$ cat src/rtl/core/anf_pkg.sv
// Shared types and constants of the advertising name filter.
package anf_pkg;

	localparam int MAX_DEVICES      = 64;
	localparam int MAX_REPORT_BYTES = 255;
	localparam int DEV_IDX_W        = $clog2(MAX_DEVICES);
	localparam int DEV_CNT_W        = $clog2(MAX_DEVICES + 1);

	localparam int BYTE_W     = 8;
	localparam int ADDR_W     = 48;
	localparam int OP_W       = 2;
	localparam int STATUS_W   = 3;
	localparam int SLOT_W     = 6;
	localparam int CAP_W      = 7;
	localparam int CFG_IDX_W  = 1;
	localparam int CFG_DATA_W = 8;

	localparam int QUEUE_DEPTH = 4;
	localparam int QPTR_W      = $clog2(QUEUE_DEPTH);

	localparam logic [BYTE_W-1:0] TYPE_NAME_SHORT    = 8'h08;
	localparam logic [BYTE_W-1:0] TYPE_NAME_COMPLETE = 8'h09;

	localparam logic [CFG_IDX_W-1:0] REG_LIST_CAPACITY   = 1'b0;
	localparam logic [CFG_IDX_W-1:0] REG_MAX_NAME_LENGTH = 1'b1;

	typedef enum logic [OP_W-1:0] {
		OP_DATA   = 2'd0,
		OP_END    = 2'd1,
		OP_CLEAR  = 2'd2,
		OP_UNUSED = 2'd3
	} op_t;

	typedef enum logic [STATUS_W-1:0] {
		ST_ADDED     = 3'd0,
		ST_NONAME    = 3'd1,
		ST_MALFORMED = 3'd2,
		ST_TOOLONG   = 3'd3,
		ST_DUP       = 3'd4,
		ST_FULL      = 3'd5
	} status_t;

	typedef enum logic [3:0] {
		PH_LENGTH = 4'b0001,
		PH_TYPE   = 4'b0010,
		PH_DATA   = 4'b0100,
		PH_DONE   = 4'b1000
	} phase_t;

	typedef enum logic [2:0] {
		OC_NONE = 3'b001,
		OC_NAME = 3'b010,
		OC_BAD  = 3'b100
	} outcome_t;

	typedef enum logic [1:0] {
		BK_IDLE   = 2'b01,
		BK_SEARCH = 2'b10
	} back_state_t;

	typedef struct packed {
		logic                clear;
		logic                lookup;
		status_t             status;
		logic [ADDR_W-1:0]   addr;
		logic [BYTE_W-1:0]   name_offset;
		logic [BYTE_W-1:0]   name_length;
	} item_t;

endpackage

$ cat src/rtl/core/anf_ram.sv
// Generic single-write, single-read RAM with registered read data.
module anf_ram #(
	parameter int WIDTH = 8,
	parameter int DEPTH = 16
) (
	input  logic                     clk,
	input  logic                     we,
	input  logic [$clog2(DEPTH)-1:0] waddr,
	input  logic [WIDTH-1:0]         wdata,
	input  logic                     re,
	input  logic [$clog2(DEPTH)-1:0] raddr,
	output logic [WIDTH-1:0]         rdata
);

	logic [WIDTH-1:0] mem_q [DEPTH];

	always_ff @(posedge clk) begin
		if (we) begin
			mem_q[waddr] <= wdata;
		end
		if (re) begin
			rdata <= mem_q[raddr];
		end
	end

endmodule

$ cat src/rtl/core/anf_queue.sv
// Short queue of classified report and clear items between front and back.
module anf_queue (
	input  logic           clk,
	input  logic           arst_n,
	input  logic           push,
	input  anf_pkg::item_t push_item,
	input  logic           pop,
	output logic           valid,
	output anf_pkg::item_t head,
	output logic           full
);
	import anf_pkg::*;

	item_t             mem_q [QUEUE_DEPTH];
	logic [QPTR_W-1:0] wr_ptr_q;
	logic [QPTR_W-1:0] rd_ptr_q;
	logic [QPTR_W:0]   cnt_q;

	assign valid = (cnt_q != '0);
	assign full  = (cnt_q == (QPTR_W + 1)'(QUEUE_DEPTH));
	assign head  = mem_q[rd_ptr_q];

	always_ff @(posedge clk) begin
		if (push) begin
			mem_q[wr_ptr_q] <= push_item;
		end
	end

	always_ff @(posedge clk or negedge arst_n) begin
		if (!arst_n) begin
			wr_ptr_q <= '0;
			rd_ptr_q <= '0;
			cnt_q    <= '0;
		end else begin
			if (push) begin
				wr_ptr_q <= wr_ptr_q + 1'b1;
			end
			if (pop) begin
				rd_ptr_q <= rd_ptr_q + 1'b1;
			end
			cnt_q <= cnt_q + (QPTR_W + 1)'(push) - (QPTR_W + 1)'(pop);
		end
	end

endmodule

$ cat src/rtl/core/anf_front.sv
// Front part: walks advertising structures and classifies each report at its end.
module anf_front (
	input  logic                       clk,
	input  logic                       arst_n,
	input  logic                       accept,
	input  anf_pkg::op_t               op,
	input  logic [anf_pkg::BYTE_W-1:0] ad_byte,
	input  logic [anf_pkg::ADDR_W-1:0] device_address,
	input  logic [anf_pkg::BYTE_W-1:0] max_name_length,
	output logic                       push,
	output anf_pkg::item_t             item
);
	import anf_pkg::*;

	logic [BYTE_W-1:0] pos_q, pos_d;
	logic [BYTE_W-1:0] rem_q, rem_d;
	logic [BYTE_W-1:0] off_q, off_d;
	logic [BYTE_W-1:0] len_q, len_d;
	phase_t            phase_q, phase_d;
	outcome_t          outcome_q, outcome_d;

	logic [BYTE_W-1:0] rem_dec;
	logic              is_name;
	logic              named;
	logic [BYTE_W:0]   span;
	logic              overrun;

	assign rem_dec = rem_q - 1'b1;
	assign is_name = (ad_byte == TYPE_NAME_SHORT) || (ad_byte == TYPE_NAME_COMPLETE);
	assign named   = (outcome_q == OC_NAME);
	assign span    = {1'b0, off_q} + {1'b0, len_q};
	assign overrun = (span > {1'b0, pos_q});
	assign push    = accept && ((op == OP_END) || (op == OP_CLEAR));

	always_comb begin
		pos_d     = pos_q;
		rem_d     = rem_q;
		off_d     = off_q;
		len_d     = len_q;
		phase_d   = phase_q;
		outcome_d = outcome_q;
		if (accept) begin
			unique case (op)
				OP_DATA: begin
					if (pos_q >= BYTE_W'(MAX_REPORT_BYTES)) begin
						outcome_d = OC_BAD;
					end else begin
						pos_d = pos_q + 1'b1;
						if (outcome_q != OC_BAD) begin
							unique case (phase_q)
								PH_LENGTH: begin
									if (ad_byte == '0) begin
										outcome_d = OC_BAD;
									end else begin
										rem_d   = ad_byte;
										phase_d = PH_TYPE;
									end
								end
								PH_TYPE: begin
									rem_d = rem_dec;
									priority if (is_name) begin
										off_d     = pos_q + 1'b1;
										len_d     = rem_dec;
										outcome_d = OC_NAME;
										phase_d   = PH_DONE;
									end else if (rem_dec == '0) begin
										phase_d = PH_LENGTH;
									end else begin
										phase_d = PH_DATA;
									end
								end
								PH_DATA: begin
									rem_d = rem_dec;
									if (rem_dec == '0) begin
										phase_d = PH_LENGTH;
									end
								end
								PH_DONE: begin
								end
								default: begin
								end
							endcase
						end
					end
				end
				OP_END: begin
					pos_d     = '0;
					rem_d     = '0;
					off_d     = '0;
					len_d     = '0;
					phase_d   = PH_LENGTH;
					outcome_d = OC_NONE;
				end
				OP_CLEAR, OP_UNUSED: begin
				end
				default: begin
				end
			endcase
		end
	end

	always_comb begin
		item.clear       = (op == OP_CLEAR);
		item.lookup      = 1'b0;
		item.status      = ST_NONAME;
		item.addr        = device_address;
		item.name_offset = named ? off_q : '0;
		item.name_length = named ? len_q : '0;
		priority if (outcome_q == OC_BAD) begin
			item.status = ST_MALFORMED;
		end else if (outcome_q == OC_NONE) begin
			item.status = (phase_q == PH_LENGTH) ? ST_NONAME : ST_MALFORMED;
		end else if (overrun) begin
			item.status = ST_MALFORMED;
		end else if (len_q > max_name_length) begin
			item.status = ST_TOOLONG;
		end else begin
			item.lookup = 1'b1;
		end
	end

	always_ff @(posedge clk or negedge arst_n) begin
		if (!arst_n) begin
			pos_q     <= '0;
			rem_q     <= '0;
			off_q     <= '0;
			len_q     <= '0;
			phase_q   <= PH_LENGTH;
			outcome_q <= OC_NONE;
		end else begin
			pos_q     <= pos_d;
			rem_q     <= rem_d;
			off_q     <= off_d;
			len_q     <= len_d;
			phase_q   <= phase_d;
			outcome_q <= outcome_d;
		end
	end

endmodule

$ cat src/rtl/core/anf_back.sv
// Back part: searches the address table, appends new devices and issues verdicts.
module anf_back (
	input  logic                         clk,
	input  logic                         arst_n,
	input  logic                         valid,
	input  anf_pkg::item_t               item,
	output logic                         pop,
	input  logic [anf_pkg::CAP_W-1:0]    list_capacity,
	output logic                         done,
	output logic [anf_pkg::STATUS_W-1:0] status,
	output logic [anf_pkg::SLOT_W-1:0]   slot,
	output logic [anf_pkg::BYTE_W-1:0]   name_offset,
	output logic [anf_pkg::BYTE_W-1:0]   name_length
);
	import anf_pkg::*;

	back_state_t          state_q;
	item_t                cur_q;
	logic [DEV_CNT_W-1:0] count_q;
	logic [DEV_CNT_W-1:0] idx_q;
	logic                 pend_s1;
	logic                 done_q;
	status_t              status_q;
	logic [SLOT_W-1:0]    slot_q;
	logic [BYTE_W-1:0]    off_q;
	logic [BYTE_W-1:0]    len_q;

	logic [ADDR_W-1:0]    rdata;
	logic                 issue;
	logic                 hit;
	logic                 finish;
	logic                 full;
	logic                 wr_en;

	assign pop    = (state_q == BK_IDLE) && valid;
	assign issue  = (state_q == BK_SEARCH) && (idx_q < count_q);
	assign hit    = (state_q == BK_SEARCH) && pend_s1 && (rdata == cur_q.addr);
	assign finish = (state_q == BK_SEARCH) && !hit && !issue && !pend_s1;
	assign full   = (32'(count_q) >= MAX_DEVICES) || (32'(count_q) >= 32'(list_capacity));
	assign wr_en  = finish && !full;

	assign done        = done_q;
	assign status      = status_q;
	assign slot        = slot_q;
	assign name_offset = off_q;
	assign name_length = len_q;

	anf_ram #(
		.WIDTH(ADDR_W),
		.DEPTH(MAX_DEVICES)
	) u_table (
		.clk  (clk),
		.we   (wr_en),
		.waddr(count_q[DEV_IDX_W-1:0]),
		.wdata(cur_q.addr),
		.re   (issue),
		.raddr(idx_q[DEV_IDX_W-1:0]),
		.rdata(rdata)
	);

	always_ff @(posedge clk or negedge arst_n) begin
		if (!arst_n) begin
			state_q <= BK_IDLE;
			count_q <= '0;
			pend_s1 <= 1'b0;
			done_q  <= 1'b0;
		end else begin
			done_q  <= (pop && !item.clear && !item.lookup) || hit || finish;
			pend_s1 <= issue && !hit;
			unique case (state_q)
				BK_IDLE: begin
					if (valid) begin
						if (item.clear) begin
							count_q <= '0;
						end else if (item.lookup) begin
							state_q <= BK_SEARCH;
						end
					end
				end
				BK_SEARCH: begin
					if (hit) begin
						state_q <= BK_IDLE;
					end else if (finish) begin
						if (!full) begin
							count_q <= count_q + 1'b1;
						end
						state_q <= BK_IDLE;
					end
				end
				default: begin
					state_q <= BK_IDLE;
				end
			endcase
		end
	end

	always_ff @(posedge clk) begin
		unique case (state_q)
			BK_IDLE: begin
				if (valid) begin
					cur_q    <= item;
					idx_q    <= '0;
					status_q <= item.status;
					slot_q   <= '0;
					off_q    <= item.name_offset;
					len_q    <= item.name_length;
				end
			end
			BK_SEARCH: begin
				if (hit) begin
					status_q <= ST_DUP;
					slot_q   <= '0;
					off_q    <= cur_q.name_offset;
					len_q    <= cur_q.name_length;
				end else if (finish) begin
					status_q <= full ? ST_FULL : ST_ADDED;
					slot_q   <= full ? '0 : SLOT_W'(count_q);
					off_q    <= cur_q.name_offset;
					len_q    <= cur_q.name_length;
				end else begin
					idx_q <= idx_q + DEV_CNT_W'(issue);
				end
			end
			default: begin
			end
		endcase
	end

endmodule

$ cat src/rtl/core/advertising_name_filter.sv
// Advertising name filter: parses report data and keeps a table of named devices.
// Data bytes and other beats are taken whenever start is high and busy is low.
// An end-of-report verdict is queued as an item and given on the registered done output;
// a lookup item first searches the table, one entry per cycle, before its verdict.
// Busy rises only while the four-deep item queue is full. The receiver cannot stall.
// Reset clears parse state and device count; capacity returns to 64, name limit to 30.
module advertising_name_filter (
	input  logic                           clk,
	input  logic                           arst_n,
	input  logic                           start,
	output logic                           busy,
	input  logic [anf_pkg::OP_W-1:0]       op,
	input  logic [anf_pkg::BYTE_W-1:0]     ad_byte,
	input  logic [anf_pkg::ADDR_W-1:0]     device_address,
	output logic                           done,
	output logic [anf_pkg::STATUS_W-1:0]   status,
	output logic [anf_pkg::SLOT_W-1:0]     slot,
	output logic [anf_pkg::BYTE_W-1:0]     name_offset,
	output logic [anf_pkg::BYTE_W-1:0]     name_length,
	input  logic                           wr_en,
	input  logic [anf_pkg::CFG_IDX_W-1:0]  wr_index,
	input  logic [anf_pkg::CFG_DATA_W-1:0] wr_data
);
	import anf_pkg::*;

	logic [CAP_W-1:0]  list_capacity_q;
	logic [BYTE_W-1:0] max_name_length_q;

	logic  accept;
	logic  push;
	item_t push_item;
	logic  pop;
	logic  q_valid;
	item_t q_head;
	logic  q_full;

	assign busy   = q_full;
	assign accept = start && !busy;

	always_ff @(posedge clk or negedge arst_n) begin
		if (!arst_n) begin
			list_capacity_q   <= CAP_W'(MAX_DEVICES);
			max_name_length_q <= BYTE_W'(30);
		end else if (wr_en) begin
			unique case (wr_index)
				REG_LIST_CAPACITY:   list_capacity_q   <= wr_data[CAP_W-1:0];
				REG_MAX_NAME_LENGTH: max_name_length_q <= wr_data[BYTE_W-1:0];
				default: begin
				end
			endcase
		end
	end

	anf_front u_front (
		.clk            (clk),
		.arst_n         (arst_n),
		.accept         (accept),
		.op             (op_t'(op)),
		.ad_byte        (ad_byte),
		.device_address (device_address),
		.max_name_length(max_name_length_q),
		.push           (push),
		.item           (push_item)
	);

	anf_queue u_queue (
		.clk      (clk),
		.arst_n   (arst_n),
		.push     (push),
		.push_item(push_item),
		.pop      (pop),
		.valid    (q_valid),
		.head     (q_head),
		.full     (q_full)
	);

	anf_back u_back (
		.clk          (clk),
		.arst_n       (arst_n),
		.valid        (q_valid),
		.item         (q_head),
		.pop          (pop),
		.list_capacity(list_capacity_q),
		.done         (done),
		.status       (status),
		.slot         (slot),
		.name_offset  (name_offset),
		.name_length  (name_length)
	);

endmodule

$ cat config.mk
export PLATFORM = sky130hd
export DESIGN_NAME = advertising_name_filter
export DESIGN_NICKNAME = d
export VERILOG_FILES = /design/src/rtl/core/anf_pkg.sv /design/src/rtl/core/anf_ram.sv /design/src/rtl/core/anf_queue.sv /design/src/rtl/core/anf_front.sv /design/src/rtl/core/anf_back.sv /design/src/rtl/core/advertising_name_filter.sv
export SDC_FILE = /design/constraint.sdc
export NUM_CORES = 2
export LEC_CHECK = 0
export ABC_AREA = 1
export BUFFER_PORTS_ARGS = -buffer_cell sky130_fd_sc_hd__buf_4
export CORE_UTILIZATION = 45
export DETAILED_ROUTE_END_ITERATION = 8
export PLACE_DENSITY = 0.66
export SYNTH_ARGS = -nofsm -noshare
export SYNTH_HDL_FRONTEND = slang
export SYNTH_HIERARCHICAL = 1
export SYNTH_SLANG_ARGS = --single-unit
$ cat constraint.sdc
create_clock -name clk -period 12.9 [get_ports clk]
set_clock_uncertainty 0.05 [all_clocks]
set_input_delay 0 -clock clk [delete_from_list [all_inputs] [get_ports clk]]
set_output_delay 0 -clock clk [all_outputs]
set_load 0.1 [all_outputs]
# [Word-level counts from Yosys, hierarchy flattened]
# Memory sizes are Yosys's and may differ from the RTL's. A register that Yosys moved wholly into a read port is not among the register bits.
# Index checks and enable logic that the tools add are counted.
[classes] muxes=80 magnitude_cmp=6 reduce_logical=44 n_bitwise=1 n_addsub=9 n_eq_ne=36
[ops] op="8-bit 2-to-1 mux" n=20
[ops] op="8-bit case mux with 2 select lines" n=7
[ops] op="7-bit 2-to-1 mux" n=8
[ops] op="48-bit equality test" n=1
[ops] op="3-bit 2-to-1 mux" n=12
[ops] op="7-bit case mux with 2 select lines" n=2
[ops] op="6-bit 2-to-1 mux" n=4
[ops] op="6-bit AND reduction" n=4
[ops] op="4-bit 2-to-1 mux" n=5
[ops] op="3-bit case mux with 2 select lines" n=3
[ops] op="8-bit by 4-bit equality test with 1-bit output (second input constant)" n=2
[ops] op="8-bit zero test" n=2
[ops] op="4-bit by 2-bit != test with 1-bit output (second input constant)" n=4
[ops] op="2-bit 2-to-1 mux" n=7
[ops] op="1-bit logical AND" n=13
[ops] op="2-bit by 1-bit != test with 1-bit output (second input constant)" n=6
[ops] op="2-bit != test (second input constant)" n=6
[ops] op="4-bit case mux with 3 select lines" n=1
[ops] op="6-bit case mux with 2 select lines" n=1
[ops] op="8-bit by 8-bit adder with 9-bit output" n=1
[ops] op="9-bit by 8-bit greater-than comparator with 1-bit output" n=1
[ops] op="8-bit by 1-bit adder with 8-bit output (second input constant)" n=1
[ops] op="8-bit greater-or-equal comparator (second input constant)" n=1
[ops] op="8-bit greater-than comparator" n=1
[ops] op="34 further kinds" n=63
[totals] out_inout_bits=27 elab_cells=201 ramBits=3348 memories=2 in_bits=71 register_bits=168
[mem_list] name="u_back.u_table.mem_q" words=64 width=48 rd=1 rd_clocked_by_memory_dff=1 wr=1 line_no="anf_ram.sv:15" text="logic [WIDTH-1:0] mem_q [DEPTH];"
[mem_list] name="u_queue.mem_q" words=4 width=69 rd=1 rd_clocked_by_memory_dff=0 wr=1 line_no="anf_queue.sv:14" text="item_t mem_q [QUEUE_DEPTH];"

# [Longest topological paths before layout]
[depth] word_depth=10 mapped_depth=19 mapped_depth_nobuf=19

# [Hierarchy]
# Netlist, hierarchy kept.
[by_module_without_submodules] mod="anf_ram" instances=1 area_per_inst_um2=124629.5 seq_area_each_um2=93689.9 cells_each=10131
[by_module_without_submodules] mod="anf_queue" instances=1 area_per_inst_um2=12039.0 seq_area_each_um2=8463.1 cells_each=1128
[by_module_without_submodules] mod="anf_back" instances=1 area_per_inst_um2=5245.0 seq_area_each_um2=3159.3 cells_each=553
[by_module_without_submodules] mod="anf_front" instances=1 area_per_inst_um2=3489.6 seq_area_each_um2=978.4 cells_each=485
[by_module_without_submodules] mod="advertising_name_filter" instances=1 area_per_inst_um2=630.6 seq_area_each_um2=381.6 cells_each=68

# [Worst setup path after synthesis]
# No wires, ideal clock.
[synth_path] kind="register to register" startpoint="register u_queue.cnt_q[1]" endpoint="memory u_queue/mem_q[1][0] (netlist bit), enable pin" arrival_ns=3.942 path_stages_with_launch=8 setup_ns=0.564 path_buffers=1 period_less_slack_ns=4.555 setup_slack_ns=8.345 required_ns=12.286 path_cell_list="dfrtp_1 > nor3_1 > nor2_1 > nand2_1 > inv_1 > clkbuf_1 > nand2_1 > inv_1"
[synth_between] elab_chain_len=6
[synth_rtl] item="from (decl)" line_no="anf_queue.sv:17" text="logic [QPTR_W:0] cnt_q;"
[synth_rtl] item="from (signal assigned)" line_no="anf_queue.sv:41" text="cnt_q <= cnt_q + (QPTR_W + 1)'(push) - (QPTR_W + 1)'(pop);"
[synth_rtl] item="3-bit equality test" line_no="anf_queue.sv:20" text="assign full = (cnt_q == (QPTR_W + 1)'(QUEUE_DEPTH));"
[synth_rtl] item="via busy" line_no="advertising_name_filter.sv:11" text="output logic busy,"
[synth_rtl] item="1-bit zero test" line_no="advertising_name_filter.sv:38" text="assign accept = start && !busy;"
[synth_rtl] item="1-bit logical AND" line_no="advertising_name_filter.sv:38"
[synth_rtl] item="via accept" line_no="advertising_name_filter.sv:29" text="logic accept;"
[synth_rtl] item="1-bit logical AND" line_no="anf_front.sv:33" text="assign push = accept && ((op == OP_END) || (op == OP_CLEAR));"
[synth_rtl] item="via push" line_no="advertising_name_filter.sv:30" text="logic push;"
[synth_rtl] item="1-bit 2-to-1 mux" line_no="anf_queue.sv:24" text="if (push) begin"
[synth_rtl] item="1-bit 2-to-1 mux (not written as such)" line_no="anf_queue.sv:25" text="mem_q[wr_ptr_q] <= push_item;"
[synth_rtl] item="to (decl)" line_no="anf_queue.sv:14"
# The timed path passes the listed nets, and every way through them passes these cells.

# [Worst setup path in the final report]
[layout_path] startpoint="register u_back.idx_q[0]" endpoint="memory u_back/u_table/mem_q[9][33] (netlist bit), enable pin"
[layout_between] elab_chain_len=8
[layout_rtl] item="from (decl)" line_no="anf_back.sv:20" text="logic [DEV_CNT_W-1:0] idx_q;"
[layout_rtl] item="from (signal assigned)" line_no="anf_back.sv:121" text="idx_q <= idx_q + DEV_CNT_W'(issue);"
[layout_rtl] item="7-bit < comparator" line_no="anf_back.sv:36" text="assign issue = (state_q == BK_SEARCH) && (idx_q < count_q);"
[layout_rtl] item="1-bit logical AND" line_no="anf_back.sv:36"
[layout_rtl] item="1-bit zero test" line_no="anf_back.sv:38" text="assign finish = (state_q == BK_SEARCH) && !hit && !issue && !pend_s1;"
[layout_rtl] item="1-bit logical AND (2 in series)" line_no="anf_back.sv:38"
[layout_rtl] item="1-bit logical AND" line_no="anf_back.sv:40" text="assign wr_en = finish && !full;"
[layout_rtl] item="via u_back.wr_en" line_no="anf_back.sv:33" text="logic wr_en;"
[layout_rtl] item="1-bit 2-to-1 mux" line_no="anf_ram.sv:18" text="if (we) begin"
[layout_rtl] item="1-bit 2-to-1 mux (not written as such)" line_no="anf_ram.sv:19" text="mem_q[waddr] <= wdata;"
[layout_rtl] item="to (decl)" line_no="anf_ram.sv:15"
# The timed path passes the listed nets, and every way through them passes these cells.

==> results.md <==
- Outcome: complete, no violations
- Synth Instances: approximately 12000
- Die height: between 500 and 600 um
- Reg2reg end: u_back/u_table/mem_q[9][33]$_DFFE_PP_
- Endpoints failing hold: 0
- Syn nets: 12500
- Ys flop type: edfxtp_1
- Worst Path Required: 13.36 ns
- Longest Clk Path Bufs: 4
- Warnings from Yosys: 6
- Worst VDD drop: about 0.26 mV
- Clk sinks: 3564
- Number of DRC markers in iteration 0: about 14000
- Sw Ratio: 38.4%
- Worst setup startpoint: u_back/idx_q[0]$_SDFFCE_PN0P_
- Die Wd: 572 um
- Initial antenna violation count: 27
- Final worst path period need: between 5 and 6 ns
- CP delay by family, top: simple AND/OR/NAND/NOR gates
- Comb pwr share: 34.2%
- Final Cell Area: 163000 sq um
- CTS Buf Count: roughly 360
- Layout cells sized above 1: under 10%
- Internal power: between 0.02 and 0.025 W
- Worst skew pair latency: 0.92 ns
- Drt first pass iters: 6
- CTS Hold Bufs: between 150 and 200
- Post_cts resized: 0
- Pwr dens: about 230 nW/um^2
- Synth-to-Final Area Change: 11.7%
- IO buf count: 97
- Placer Congestion: between 0.8 and 0.9
- Worst R2R Path Depth: 10
- Max-cap violations: 0
- Worst reg2reg startpoint: u_back/idx_q[0]$_SDFFCE_PN0P_
- CTS Root Buffer Type: clkbuf_16
- Finished Core Util: about 51%
- Fin nets: approximately 13000
- Total global routing overflow: 0
- Io pins: a little under 100
- CTS tree: done
- Max Clk Rate: 189 MHz
- Critical Path End: u_back/u_table/mem_q[9][33]$_DFFE_PP_
- Postcts setup bufs: 0
- FF-to-FF setup slack: roughly 7.6 ns
- Routed wire length: just over 400 mm
- Seq pwr share: ~40%
- Core Region: between 300000 and 400000 sq um
- Asr flop ratio synth: about 2.0%
- Post-Syn Area: 146000 sq um
- H-tree Lvls: 5
- Crit start category: flip-flop
- RSZ-0062 raised after global routing: false
- Largest area contributor in the netlist: edfxtp_1
- Relative slew margins: 11.8%
- Critical path peak fanout: slightly above 60
- WL/cell: 24.0 um
- Synth top area cells: edfxtp_1 72%, nand3_1 10%, nand2_1 10%
- DIE AREA: 327000 sq um
- CP endpoint kind: flip-flop
- Slew of the pin with the lowest slew margin: roughly 1.3 ns
- Area of the multi-input gates: 33700 sq um
- Pin count of the biggest net entering global routing: ~230
- Via count: 96600
- Number of global-route vias before repair: approximately 91000
- Crit path cell chain: buf_4 > nor2_1 > o21ai_2 > nand4_2 > nand2_2 > nand3_4 > nor2_1 > nand2_1 > nor2_4 > buf_4
- Clock slew at reported path FFs: roughly 0.060 ns
- Number of synthesized flops with an enable pin: about 3500
- Setup tns final: 0 ns
- Max-slew violation count: 0
- Worst Hold Class: input pin to flip-flop
- Buf+Inv Stages, Crit Path: 2
- Number of register bits inferred by synthesis: about 3600
- Fin crit share: about two fifths
- Placement Cell Area: ~150000 sq um
- Top-area cell type share of the netlist area: between 70% and 80%
- Clock share of power: about a quarter
- CP arrival: 5.76 ns
- Unique masters post-synth: 50
- Seq/Total Area, Yosys: about three quarters
- Gr usage total: about a quarter
- Crit-path max cell delay: roughly 0.9 ns
- First-pass GRT wire length: roughly 600 mm
- Final setup viols: 0
- WP depth: 10
- Placed insts: approximately 16000
- Rows: 208
- Starting Density: 45.4%
- Post-detailed-route count of antenna-violating nets: 0
- # fillers: between 20000 and 30000
- Post-Syn Area per Cell: roughly 12 sq um
- Register area: roughly 110000 sq um
- Non-filler cells, final: about 17000
- DRC: 0
- Leakage power: approximately 59 nW
- Slowest-stage cell, CP: nor2_4
- Crit Path Category: flip-flop to flip-flop
- DP HPWL: between 200 and 250 mm
- DR vias/cell: roughly 5.7
- Net Sw Power: roughly 0.015 W
## per-stage QoR
step	hold WS (ns)	setup slack, ns	total power, W
after global placement	-0.113	7.74	0.0279
after floorplan	-0.346	8.34	0.0238
after global routing	0.0867	7.53	0.0398
after CTS	0.0144	7.70	0.0380
final	0.0626	7.59	0.0382
after detailed placement	-0.113	7.72	0.0280
## final cells by class
class | count | share of cell area, %
flip-flops and latches | 3564 | 65.4
repair buffers | 496 | 2.65
diodes | 8 | 0.0123
multi-input cells | 7534 | 20.6
well taps | 4305 | 3.30
inverters | 485 | 1.15
clock inverters | 196 | 1.07
clock buffers | 443 | 5.78
## registers in the layout, indices dropped and copies added (netlist names), 4 cells and up
name and count:
u_back/u_table/mem_q 3072, u_queue/mem_q 276, u_back/cur_q 64, u_back/u_table/rdata 48
max_name_length_q 8, u_back/name_length 8, u_back/name_offset 8, u_front/len_q 8
u_front/off_q 8, u_front/pos_q 8, u_front/rem_q 8, list_capacity_q 7
u_back/count_q 7, u_back/idx_q 7, u_back/slot 6, u_front/phase_q 4
## power groups by stage
stage / clock network (W) / logic (W) / registers, W
after global routing: 0.0105 / 0.0141 / 0.0152
after detailed placement: 0 / 0.0127 / 0.0153
after global placement: 0 / 0.0126 / 0.0153
final: 0.0100 / 0.0131 / 0.0151
after floorplan: 0 / 0.00746 / 0.0163
after CTS: 0.0101 / 0.0128 / 0.0151
## worst min-delay path by stage
stage               start                        endpoint  cells after the start  slack, ns
2_1_floorplan      arst_n  list_capacity_q[0]$_DFFE_PN0P_                      0      -0.35
3_3_place_gp       arst_n      u_queue/cnt_q[0]$_DFF_PN0_                      1      -0.11
3_5_place_dp       arst_n      u_queue/cnt_q[2]$_DFF_PN0_                      1      -0.11
4_1_cts        wr_data[2]  list_capacity_q[2]$_DFFE_PN0P_                      4       0.01
5_1_grt        wr_data[2]  list_capacity_q[2]$_DFFE_PN0P_                      4       0.09
6_report       wr_data[2]  list_capacity_q[2]$_DFFE_PN0P_                      4       0.06
## layout by cell type (no fill, tap or decap), drive strengths merged, types with 15 or more instances in the layout
cell | Yosys | layout
nand4 | 15 | 15
clkbuf | 134 | 443
clkinv | 3 | 151
nor2 | 186 | 186
edfxtp | 3492 | 3492
nand3 | 3047 | 3047
inv | 482 | 493
dfrtp | 64 | 64
dlygate4sd3 | 0 | 165
ha | 55 | 55
xnor2 | 17 | 17
nor3 | 19 | 19
nand2 | 4066 | 4066
a21oi | 32 | 32
o21ai | 60 | 60
buf | 648 | 331
bufinv | 0 | 24
## Yosys cell counts, types with 32 or more instances
library cell,count
dfrtp_1,64
nand3_1,3044
inv_1,470
clkbuf_1,133
buf_6,43
a21oi_1,32
nor2_1,179
edfxtp_1,3492
buf_4,155
nand2_1,4055
buf_2,391
buf_1,58
ha_1,55
## tightest hold or removal path, cell delays in order
cell and delay [ns]:
dlygate4sd3_1 0.53, buf_4 0.15, nand3_1 0.21, nand2_1 0.08
## routing by layer
metal	routed length (um)	global-route usage, %	vias up
li1	-	-	43300
met1	162000	34.5	47000
met2	186000	38.6	5615
met3	47500	4.86	781
met4	13100	7.90	14
met5	90	0	-
## logic make-up (layout without fill, tap and decap cells)
group                      Yosys count  after routing  share of synthesized area (%)
AOI/OAI and AO/OA                  110            110                          0.434
xor gates and xnor gates            27             27                          0.162
adders and majority gates           57             57                          0.499
buffers and inverters             1267           1620                           4.23
DFF                               3564           3564                           73.0
other                                1              9                        0.00257
and+or+nand+nor                   7339           7339                           21.6
No activity file was read; power rests on OpenSTA's default activity.
